--- config.mk ---
export PLATFORM = sky130hd
export DESIGN_NAME = sprite_line_search
export DESIGN_NICKNAME = d
export VERILOG_FILES = /design/src/hw/rtl/sls_pkg.sv /design/src/hw/rtl/sls_attr_mem.sv /design/src/hw/rtl/sls_ctrl.sv /design/src/hw/rtl/sprite_line_search.sv
export SDC_FILE = /design/constraint.sdc
export NUM_CORES = 2
export LEC_CHECK = 0
export ABC_AREA = 1
export BUFFER_PORTS_ARGS = -buffer_cell sky130_fd_sc_hd__buf_2
export CAP_MARGIN = 20
export CORE_MARGIN = 4
export CORE_UTILIZATION = 59
export CTS_BUF_LIST = sky130_fd_sc_hd__clkbuf_8
export DETAILED_ROUTE_END_ITERATION = 16
export PLACE_DENSITY = 0.79
export SLEW_MARGIN = 0
export SYNTH_ARGS = -nofsm -noshare
export SYNTH_HDL_FRONTEND = slang
export SYNTH_HIERARCHICAL = 1
export SYNTH_SLANG_ARGS = --single-unit
--- constraint.sdc ---
create_clock -name clk -period 5.8 [get_ports clk]
set_input_delay 0.29 -clock clk [delete_from_list [all_inputs] [get_ports clk]]
set_output_delay 0.29 -clock clk [all_outputs]
set_load 0.05 [all_outputs]
--- src/hw/rtl/sls_pkg.sv ---
`default_nettype none
// ----------------------------------------------------------------------------
// sls_pkg
// Shared types and constants for the sprite line search block.
// ----------------------------------------------------------------------------
package sls_pkg;

  localparam int OBJECT_COUNT_DEF = 40;
  localparam int MAX_PER_LINE_DEF = 10;

  localparam logic [7:0] Y_LIMIT      = 8'd160;
  localparam logic [7:0] Y_OFFSET     = 8'd16;
  localparam logic [7:0] HEIGHT_SHORT = 8'd8;
  localparam logic [7:0] HEIGHT_TALL  = 8'd16;
  localparam logic [7:0] READ_MISS    = 8'hFF;

  typedef enum logic [1:0] {
    MODE_WRITE = 2'd0,
    MODE_READ  = 2'd1,
    MODE_SCAN  = 2'd2
  } mode_t;

  typedef enum logic [2:0] {
    ST_IDLE,
    ST_READ,
    ST_SCAN_RD,
    ST_SCAN_EVAL,
    ST_FINISH
  } state_t;

  typedef struct packed {
    logic       we;
    logic [7:0] waddr;
    logic [7:0] wdata;
    logic       re;
    logic [7:0] raddr;
  } mem_req_t;

endpackage
`default_nettype wire

--- src/hw/rtl/sls_attr_mem.sv ---
`default_nettype none
// ----------------------------------------------------------------------------
// sls_attr_mem
// Attribute byte memory, one write and one registered read port. Per-byte
// valid bits make never-written bytes read as zero after reset.
// ----------------------------------------------------------------------------
module sls_attr_mem
  import sls_pkg::*;
#(
  parameter int MEM_BYTES = 4 * OBJECT_COUNT_DEF
) (
  input  wire logic     clk,
  input  wire logic     rst,
  input  wire mem_req_t req,
  output logic [7:0]    rdata
);

  localparam int AW = (MEM_BYTES > 1) ? $clog2(MEM_BYTES) : 1;

  logic [7:0]           mem [MEM_BYTES];
  logic [MEM_BYTES-1:0] valid;

  always_ff @(posedge clk) begin
    if (req.we) begin
      mem[req.waddr[AW-1:0]] <= req.wdata;
    end
    if (req.re) begin
      rdata <= valid[req.raddr[AW-1:0]] ? mem[req.raddr[AW-1:0]] : 8'd0;
    end
  end

  always_ff @(posedge clk) begin
    if (rst) begin
      valid <= '0;
    end else if (req.we) begin
      valid[req.waddr[AW-1:0]] <= 1'b1;
    end
  end

endmodule
`default_nettype wire

--- src/hw/rtl/sls_ctrl.sv ---
`default_nettype none
// ----------------------------------------------------------------------------
// sls_ctrl
// Sequencer for byte access and line scan, with the result register.
// ----------------------------------------------------------------------------
module sls_ctrl
  import sls_pkg::*;
#(
  parameter int OBJECT_COUNT = OBJECT_COUNT_DEF,
  parameter int MAX_PER_LINE = MAX_PER_LINE_DEF
) (
  input  wire logic       clk,
  input  wire logic       rst,
  input  wire logic       tall,
  input  wire logic       in_valid,
  output logic            in_ready,
  input  wire logic [1:0] mode,
  input  wire logic [7:0] byte_address,
  input  wire logic [7:0] write_byte,
  input  wire logic [7:0] line_number,
  output logic            out_valid,
  input  wire logic       out_ready,
  output logic [7:0]      read_byte,
  output logic [5:0]      object_index,
  output logic            object_found,
  output logic            last,
  output mem_req_t        mem_req,
  input  wire logic [7:0] mem_rdata
);

  localparam int         MEM_BYTES = 4 * OBJECT_COUNT;
  localparam logic [8:0] MEM_LIMIT = 9'(MEM_BYTES);
  localparam int         IDX_W     = (OBJECT_COUNT > 1) ? $clog2(OBJECT_COUNT) : 1;
  localparam int         HIT_W     = $clog2(MAX_PER_LINE + 1);
  localparam logic [IDX_W-1:0] IDX_LAST = IDX_W'(OBJECT_COUNT - 1);
  localparam logic [HIT_W-1:0] HIT_LAST = HIT_W'(MAX_PER_LINE - 1);

  state_t state, state_next;

  logic             accept;
  logic             in_range;
  logic             slot_free;
  logic             out_load;
  logic             eval_go;
  logic             hit;
  logic [7:0]       lower;
  logic [7:0]       upper;
  logic [7:0]       height;
  logic [7:0]       read_byte_next;
  logic [5:0]       object_index_next;
  logic             object_found_next;
  logic             last_next;

  logic             oob;
  logic [7:0]       line;
  logic [IDX_W-1:0] idx;
  logic [HIT_W-1:0] hits;
  logic             pending;
  logic [IDX_W-1:0] pend_idx;

  assign accept    = in_valid && in_ready;
  assign in_range  = {1'b0, byte_address} < MEM_LIMIT;
  assign slot_free = !out_valid || out_ready;

  assign height = tall ? HEIGHT_TALL : HEIGHT_SHORT;
  assign lower  = mem_rdata - Y_OFFSET;
  assign upper  = lower + height;
  assign hit    = (mem_rdata != 8'd0) && (mem_rdata < Y_LIMIT)
                  && (line >= lower) && (line < upper);

  // next state
  always_comb begin
    state_next = state;
    case (state)
      ST_IDLE: begin
        if (accept) begin
          case (mode_t'(mode))
            MODE_READ: state_next = ST_READ;
            MODE_SCAN: state_next = ST_SCAN_RD;
            default:   state_next = ST_IDLE;
          endcase
        end
      end
      ST_READ: begin
        if (slot_free) state_next = ST_IDLE;
      end
      ST_SCAN_RD: state_next = ST_SCAN_EVAL;
      ST_SCAN_EVAL: begin
        if (eval_go) begin
          if ((hit && hits == HIT_LAST) || idx == IDX_LAST) begin
            state_next = ST_FINISH;
          end else begin
            state_next = ST_SCAN_RD;
          end
        end
      end
      ST_FINISH: begin
        if (slot_free) state_next = ST_IDLE;
      end
      default: state_next = ST_IDLE;
    endcase
  end

  // outputs
  always_comb begin
    in_ready          = 1'b0;
    mem_req           = '0;
    out_load          = 1'b0;
    eval_go           = 1'b0;
    read_byte_next    = 8'd0;
    object_index_next = 6'd0;
    object_found_next = 1'b0;
    last_next         = 1'b0;
    case (state)
      ST_IDLE: begin
        in_ready = 1'b1;
        if (accept && in_range) begin
          case (mode_t'(mode))
            MODE_WRITE: begin
              mem_req.we    = 1'b1;
              mem_req.waddr = byte_address;
              mem_req.wdata = write_byte;
            end
            MODE_READ: begin
              mem_req.re    = 1'b1;
              mem_req.raddr = byte_address;
            end
            default: ;
          endcase
        end
      end
      ST_READ: begin
        out_load       = slot_free;
        read_byte_next = oob ? READ_MISS : mem_rdata;
        last_next      = 1'b1;
      end
      ST_SCAN_RD: begin
        mem_req.re    = 1'b1;
        mem_req.raddr = 8'({idx, 2'b00});
      end
      ST_SCAN_EVAL: begin
        // an earlier hit goes out once a newer one proves it is not the last
        eval_go           = !(hit && pending && !slot_free);
        out_load          = hit && pending && slot_free;
        object_index_next = 6'(pend_idx);
        object_found_next = 1'b1;
      end
      ST_FINISH: begin
        out_load          = slot_free;
        object_index_next = pending ? 6'(pend_idx) : 6'd0;
        object_found_next = pending;
        last_next         = 1'b1;
      end
      default: ;
    endcase
  end

  always_ff @(posedge clk) begin
    if (rst) begin
      state     <= ST_IDLE;
      out_valid <= 1'b0;
      pending   <= 1'b0;
    end else begin
      state     <= state_next;
      out_valid <= out_load || (out_valid && !out_ready);
      if (state == ST_IDLE && accept) begin
        pending <= 1'b0;
      end else if (state == ST_SCAN_EVAL && eval_go && hit) begin
        pending <= 1'b1;
      end
    end
  end

  always_ff @(posedge clk) begin
    if (state == ST_IDLE && accept) begin
      oob  <= !in_range;
      line <= line_number;
      idx  <= '0;
      hits <= '0;
    end else if (state == ST_SCAN_EVAL && eval_go) begin
      idx <= idx + 1'b1;
      if (hit) begin
        hits     <= hits + 1'b1;
        pend_idx <= idx;
      end
    end
    if (out_load) begin
      read_byte    <= read_byte_next;
      object_index <= object_index_next;
      object_found <= object_found_next;
      last         <= last_next;
    end
  end

endmodule
`default_nettype wire

--- src/hw/rtl/sprite_line_search.sv ---
`default_nettype none
// ----------------------------------------------------------------------------
// sprite_line_search
// Object attribute memory with byte access and a per-line visible object scan.
// Write: no result. Read: the memory read is registered, then the byte goes to
// the result register once the output is free. Scan: each entry is a memory
//   read state, then a compare state; output stalls hold the scan back.
// One item at a time; the result register frees the input side meanwhile.
// Reset clears the config bit and all memory valid bits.
// ----------------------------------------------------------------------------
module sprite_line_search
  import sls_pkg::*;
#(
  parameter int OBJECT_COUNT = OBJECT_COUNT_DEF,
  parameter int MAX_PER_LINE = MAX_PER_LINE_DEF
) (
  input  wire logic       clk,
  input  wire logic       rst,
  input  wire logic       cfg_valid,
  output logic            cfg_ready,
  input  wire logic       cfg_data,
  input  wire logic       in_valid,
  output logic            in_ready,
  input  wire logic [1:0] mode,
  input  wire logic [7:0] byte_address,
  input  wire logic [7:0] write_byte,
  input  wire logic [7:0] line_number,
  output logic            out_valid,
  input  wire logic       out_ready,
  output logic [7:0]      read_byte,
  output logic [5:0]      object_index,
  output logic            object_found,
  output logic            last
);

  mem_req_t   mem_req;
  logic [7:0] mem_rdata;
  logic       tall_objects;

  assign cfg_ready = 1'b1;

  always_ff @(posedge clk) begin
    if (rst) begin
      tall_objects <= 1'b0;
    end else if (cfg_valid && cfg_ready) begin
      tall_objects <= cfg_data;
    end
  end

  sls_attr_mem #(
    .MEM_BYTES(4 * OBJECT_COUNT)
  ) u_mem (
    .clk  (clk),
    .rst  (rst),
    .req  (mem_req),
    .rdata(mem_rdata)
  );

  sls_ctrl #(
    .OBJECT_COUNT(OBJECT_COUNT),
    .MAX_PER_LINE(MAX_PER_LINE)
  ) u_ctrl (
    .clk         (clk),
    .rst         (rst),
    .tall        (tall_objects),
    .in_valid    (in_valid),
    .in_ready    (in_ready),
    .mode        (mode),
    .byte_address(byte_address),
    .write_byte  (write_byte),
    .line_number (line_number),
    .out_valid   (out_valid),
    .out_ready   (out_ready),
    .read_byte   (read_byte),
    .object_index(object_index),
    .object_found(object_found),
    .last        (last),
    .mem_req     (mem_req),
    .mem_rdata   (mem_rdata)
  );

  a_index_range: assert property (@(posedge clk) disable iff (rst)
    out_valid && object_found |-> {1'b0, object_index} < 7'(OBJECT_COUNT))
    else $error("object index out of range");

  a_empty_is_last: assert property (@(posedge clk) disable iff (rst)
    out_valid && !object_found |-> last)
    else $error("non-hit result not marked last");

  a_scan_no_byte: assert property (@(posedge clk) disable iff (rst)
    out_valid && object_found |-> read_byte == 8'd0)
    else $error("scan result carries a byte");

  a_write_single: assert property (@(posedge clk) disable iff (rst)
    in_valid && in_ready && mode == MODE_WRITE |=> in_ready)
    else $error("write transaction held the input");

endmodule
`default_nettype wire

==> qor.txt <==
via count = 43300
routing usage on met2 = 44.7%
Worst setup SP type = flip-flop
antenna-violating nets left = 0
Synth cell types = 44
worst skew pair latency = 0.90 ns
Area growth syn-to-layout = 9.16%
Worst Setup End Kind = flip-flop
Pwr Density = 316 mW/mm^2
nets = 5571
R2R setup slack = 1.20 ns
busiest grt layer = met2
share of the synthesized area in the top cell type = 64.6%
CTS Root Cell = clkbuf_8
RSZ-0062 raised after global routing = no
max_cap viols = 0
Design Power = 21.1 mW
Remaining DRCs = 0
Vias/cell = 6.11
flops & latches, synth = 1495
Slew HR = 22.8%
Final setup viols = 0
first-pass GRT wire length = 241000 microns
1st-iter DRT viols = 6658
Post-Syn Instances = 5511
met3 Use GR = 7.13%
Hold Buf Count CTS = 25
Worst Max-Slew Pin Slew = 1.15 ns
syn_area_per_cell = 11.1 sq um
grt total ovfl = 0
antenna violations before repair = 2
final clock skew = 0.0394 ns
Synth area leader = edfxtp_1
Sink Count = 1495
top post-synthesis cells by area = edfxtp_1 65%, nand3_1 9.5%, nand2_1 8.0%, dfxtp_1 5.7%, nor2_1 4.4%
post-CTS setup buffers = 0
Multi-input gate area = 0.0158 sq mm
status = complete, no violations
global-route usage over all layers = 28.9%
post-cts resize count = 0
initial core utilization = 59.8%
Leak = 25.2 nW
worst-path fanout max = 225
register area share after synthesis = 70.3%
clock tree buffer depth = 3
RePlAce Congestion = 0.887
Reg clk slew, reported paths = 0.06 ns
crit share post-route = 79.3%
final hold violation count = 0
Die Ht = 330 microns
FF/Latch Area = 0.0431 sq mm
port bufs = 49
vias in the first global route = 41100
DRT Pass-1 Iters = 8
standard-cell rows = 117
Die X = 330 microns
Worst VDD drop = 254 uV
Ys Warns = 6
met1 Use GR = 39.4%
worst hold-check path type = in -> reg
Setup TNS = 0 ns
pre-CTS setup slack = 1.28 ns
WS Path Type = reg -> reg
Die Area = 0.109 sq mm
io pins = 51
layout cell share with drive strength beyond 1 = 7.64%
setup ws final = 1.20 ns
post-DP HPWL = 86300 microns
syn_nets = 5564
TritonCTS Buffers = 223
Max Slew Vio Count = 0
Worst EP arrival = 5.26 ns
Core Footprint = 0.102 sq mm
CTS tree = yes
Critical Path RT = 6.46 ns
Min Clock Period, post-route = 4.60 ns
fillers = 7370
largest net degree at the start of global routing = 226
Max Freq = 217 MHz
drt total wl = 159000 microns
htree depth = 4
average wire per standard cell = 22.4 microns
synthesized area = 0.0613 sq mm
[synth_stat cells, drive strengths merged]
library cell	count
xor2	9
conb	1
edfxtp	1319
nand3	1167
dfxtp	176
inv	141
o21ai	157
o2111ai	2
a21oi	26
nor2	730
nand4	3
a22oi	2
nand2	1310
clkbuf	86
o21a	2
buf	257
nor3	10
clkinv	6
xnor2	2
a31oi	2
o221ai	56
o211ai	8
fa	1
ha	20
o22ai	18
[logic make-up after synthesis]
kind of cell | after synthesis | synth area share, %
buffers and inverters | 490 | 4.11
other | 1 | 0.00612
adder cells (fa/ha/maj) | 21 | 0.441
AND/OR/NAND/NOR | 3220 | 22.3
XOR/XNOR | 11 | 0.157
AO/OA/AOI/OAI | 273 | 2.68
flip-flops | 1495 | 70.3
[layout make-up]
| cell class | instances | area share (%) |
|---|---|---|
| diodes | 3 | 0.0112 |
| well taps | 1368 | 2.56 |
| clock buffers | 259 | 5.33 |
| inverters | 147 | 0.892 |
| clock inverters | 167 | 1.41 |
| repair buffers | 125 | 1.78 |
| flip-flops and latches | 1495 | 64.4 |
| multi-input cells | 3526 | 23.6 |
[sequential cells by signal (all words and copies together) (netlist names), 4 cells and up]
signal / flops
u_ctrl/hits: 4
u_ctrl/idx: 6
u_ctrl/line: 8
u_ctrl/object_index: 6
u_ctrl/pend_idx: 6
u_ctrl/read_byte: 8
u_mem/mem: 1280
u_mem/rdata: 8
u_mem/valid: 160
[power breakdown]
group	total (mW)	internal [mW]	switching [mW]
Clock	8.42	4.40	4.02
Sequential	11.7	11.7	0.0305
Combinational	1.03	0.255	0.779
Total	21.1	16.3	4.83
[worst max-delay path, stage by stage (launching register included)]
cell       delay [ns]
dfxtp_1          0.36
nor2_1           0.16
inv_1            0.11
nor2_4           0.12
nand2_2          0.13
nor2_4           0.12
nand2_2          0.25
nor2_4           0.50
clkinv_16        0.56
buf_12           0.45
nand2_1          0.11
nand3_1          0.08
nand3_1          0.15
nand3_1          0.20
nand2_1          0.12
nand2_1          0.07
nand3_1          0.12
nand3_1          0.14
nand3_1          0.24
nand2_4          0.12
nand2_1          0.09
inv_1            0.04
[placed cells by master, fill, tap and decap left out, types with 24 or more instances in the layout]
| cell | Yosys | routed |
|---|---|---|
| nand2_1 | 1304 | 1304 |
| nor2_1 | 726 | 716 |
| o221ai_1 | 56 | 56 |
| dfxtp_1 | 176 | 176 |
| a21oi_1 | 26 | 26 |
| buf_4 | 34 | 26 |
| o21ai_0 | 148 | 146 |
| dlygate4sd3_1 | 0 | 25 |
| clkinv_1 | 6 | 43 |
| clkinv_2 | 0 | 24 |
| clkbuf_8 | 0 | 260 |
| buf_2 | 164 | 48 |
| edfxtp_1 | 1319 | 1319 |
| nand3_1 | 1164 | 1164 |
| inv_1 | 135 | 222 |
[final timing paths]
kind / cells after the start / end / startpoint
hold reg to reg: 2 / u_mem/valid[146] / u_mem/valid[146]
setup reg to reg: 21 / u_mem/rdata[1] / u_ctrl/state[2]
hold / removal: 2 / u_ctrl/line[0] / line_number[0]
setup / recovery: 21 / u_mem/rdata[1] / u_ctrl/state[2]
[layer usage]
layer  vias to the layer above  share of wire, %
met4                         0               4.4
met1                     20600                37
met2                      2950                46
li1                      19300                 -
met3                       463                12
met5                         -                 0
[stage by stage]
stage	hold slack [ns]	instance area [sq um]	util [%]	std cells
after floorplan	0.359	61300	-	5511
after global placement	0.444	62100	60.6	6631
after detailed placement	0.455	62100	60.6	6633
after CTS	0.0501	66900	65.3	7084
after global routing	0.0891	66900	65.3	7088
final	0.119	66900	65.3	7090
Note: power is estimated with default switching activity, not from simulation.
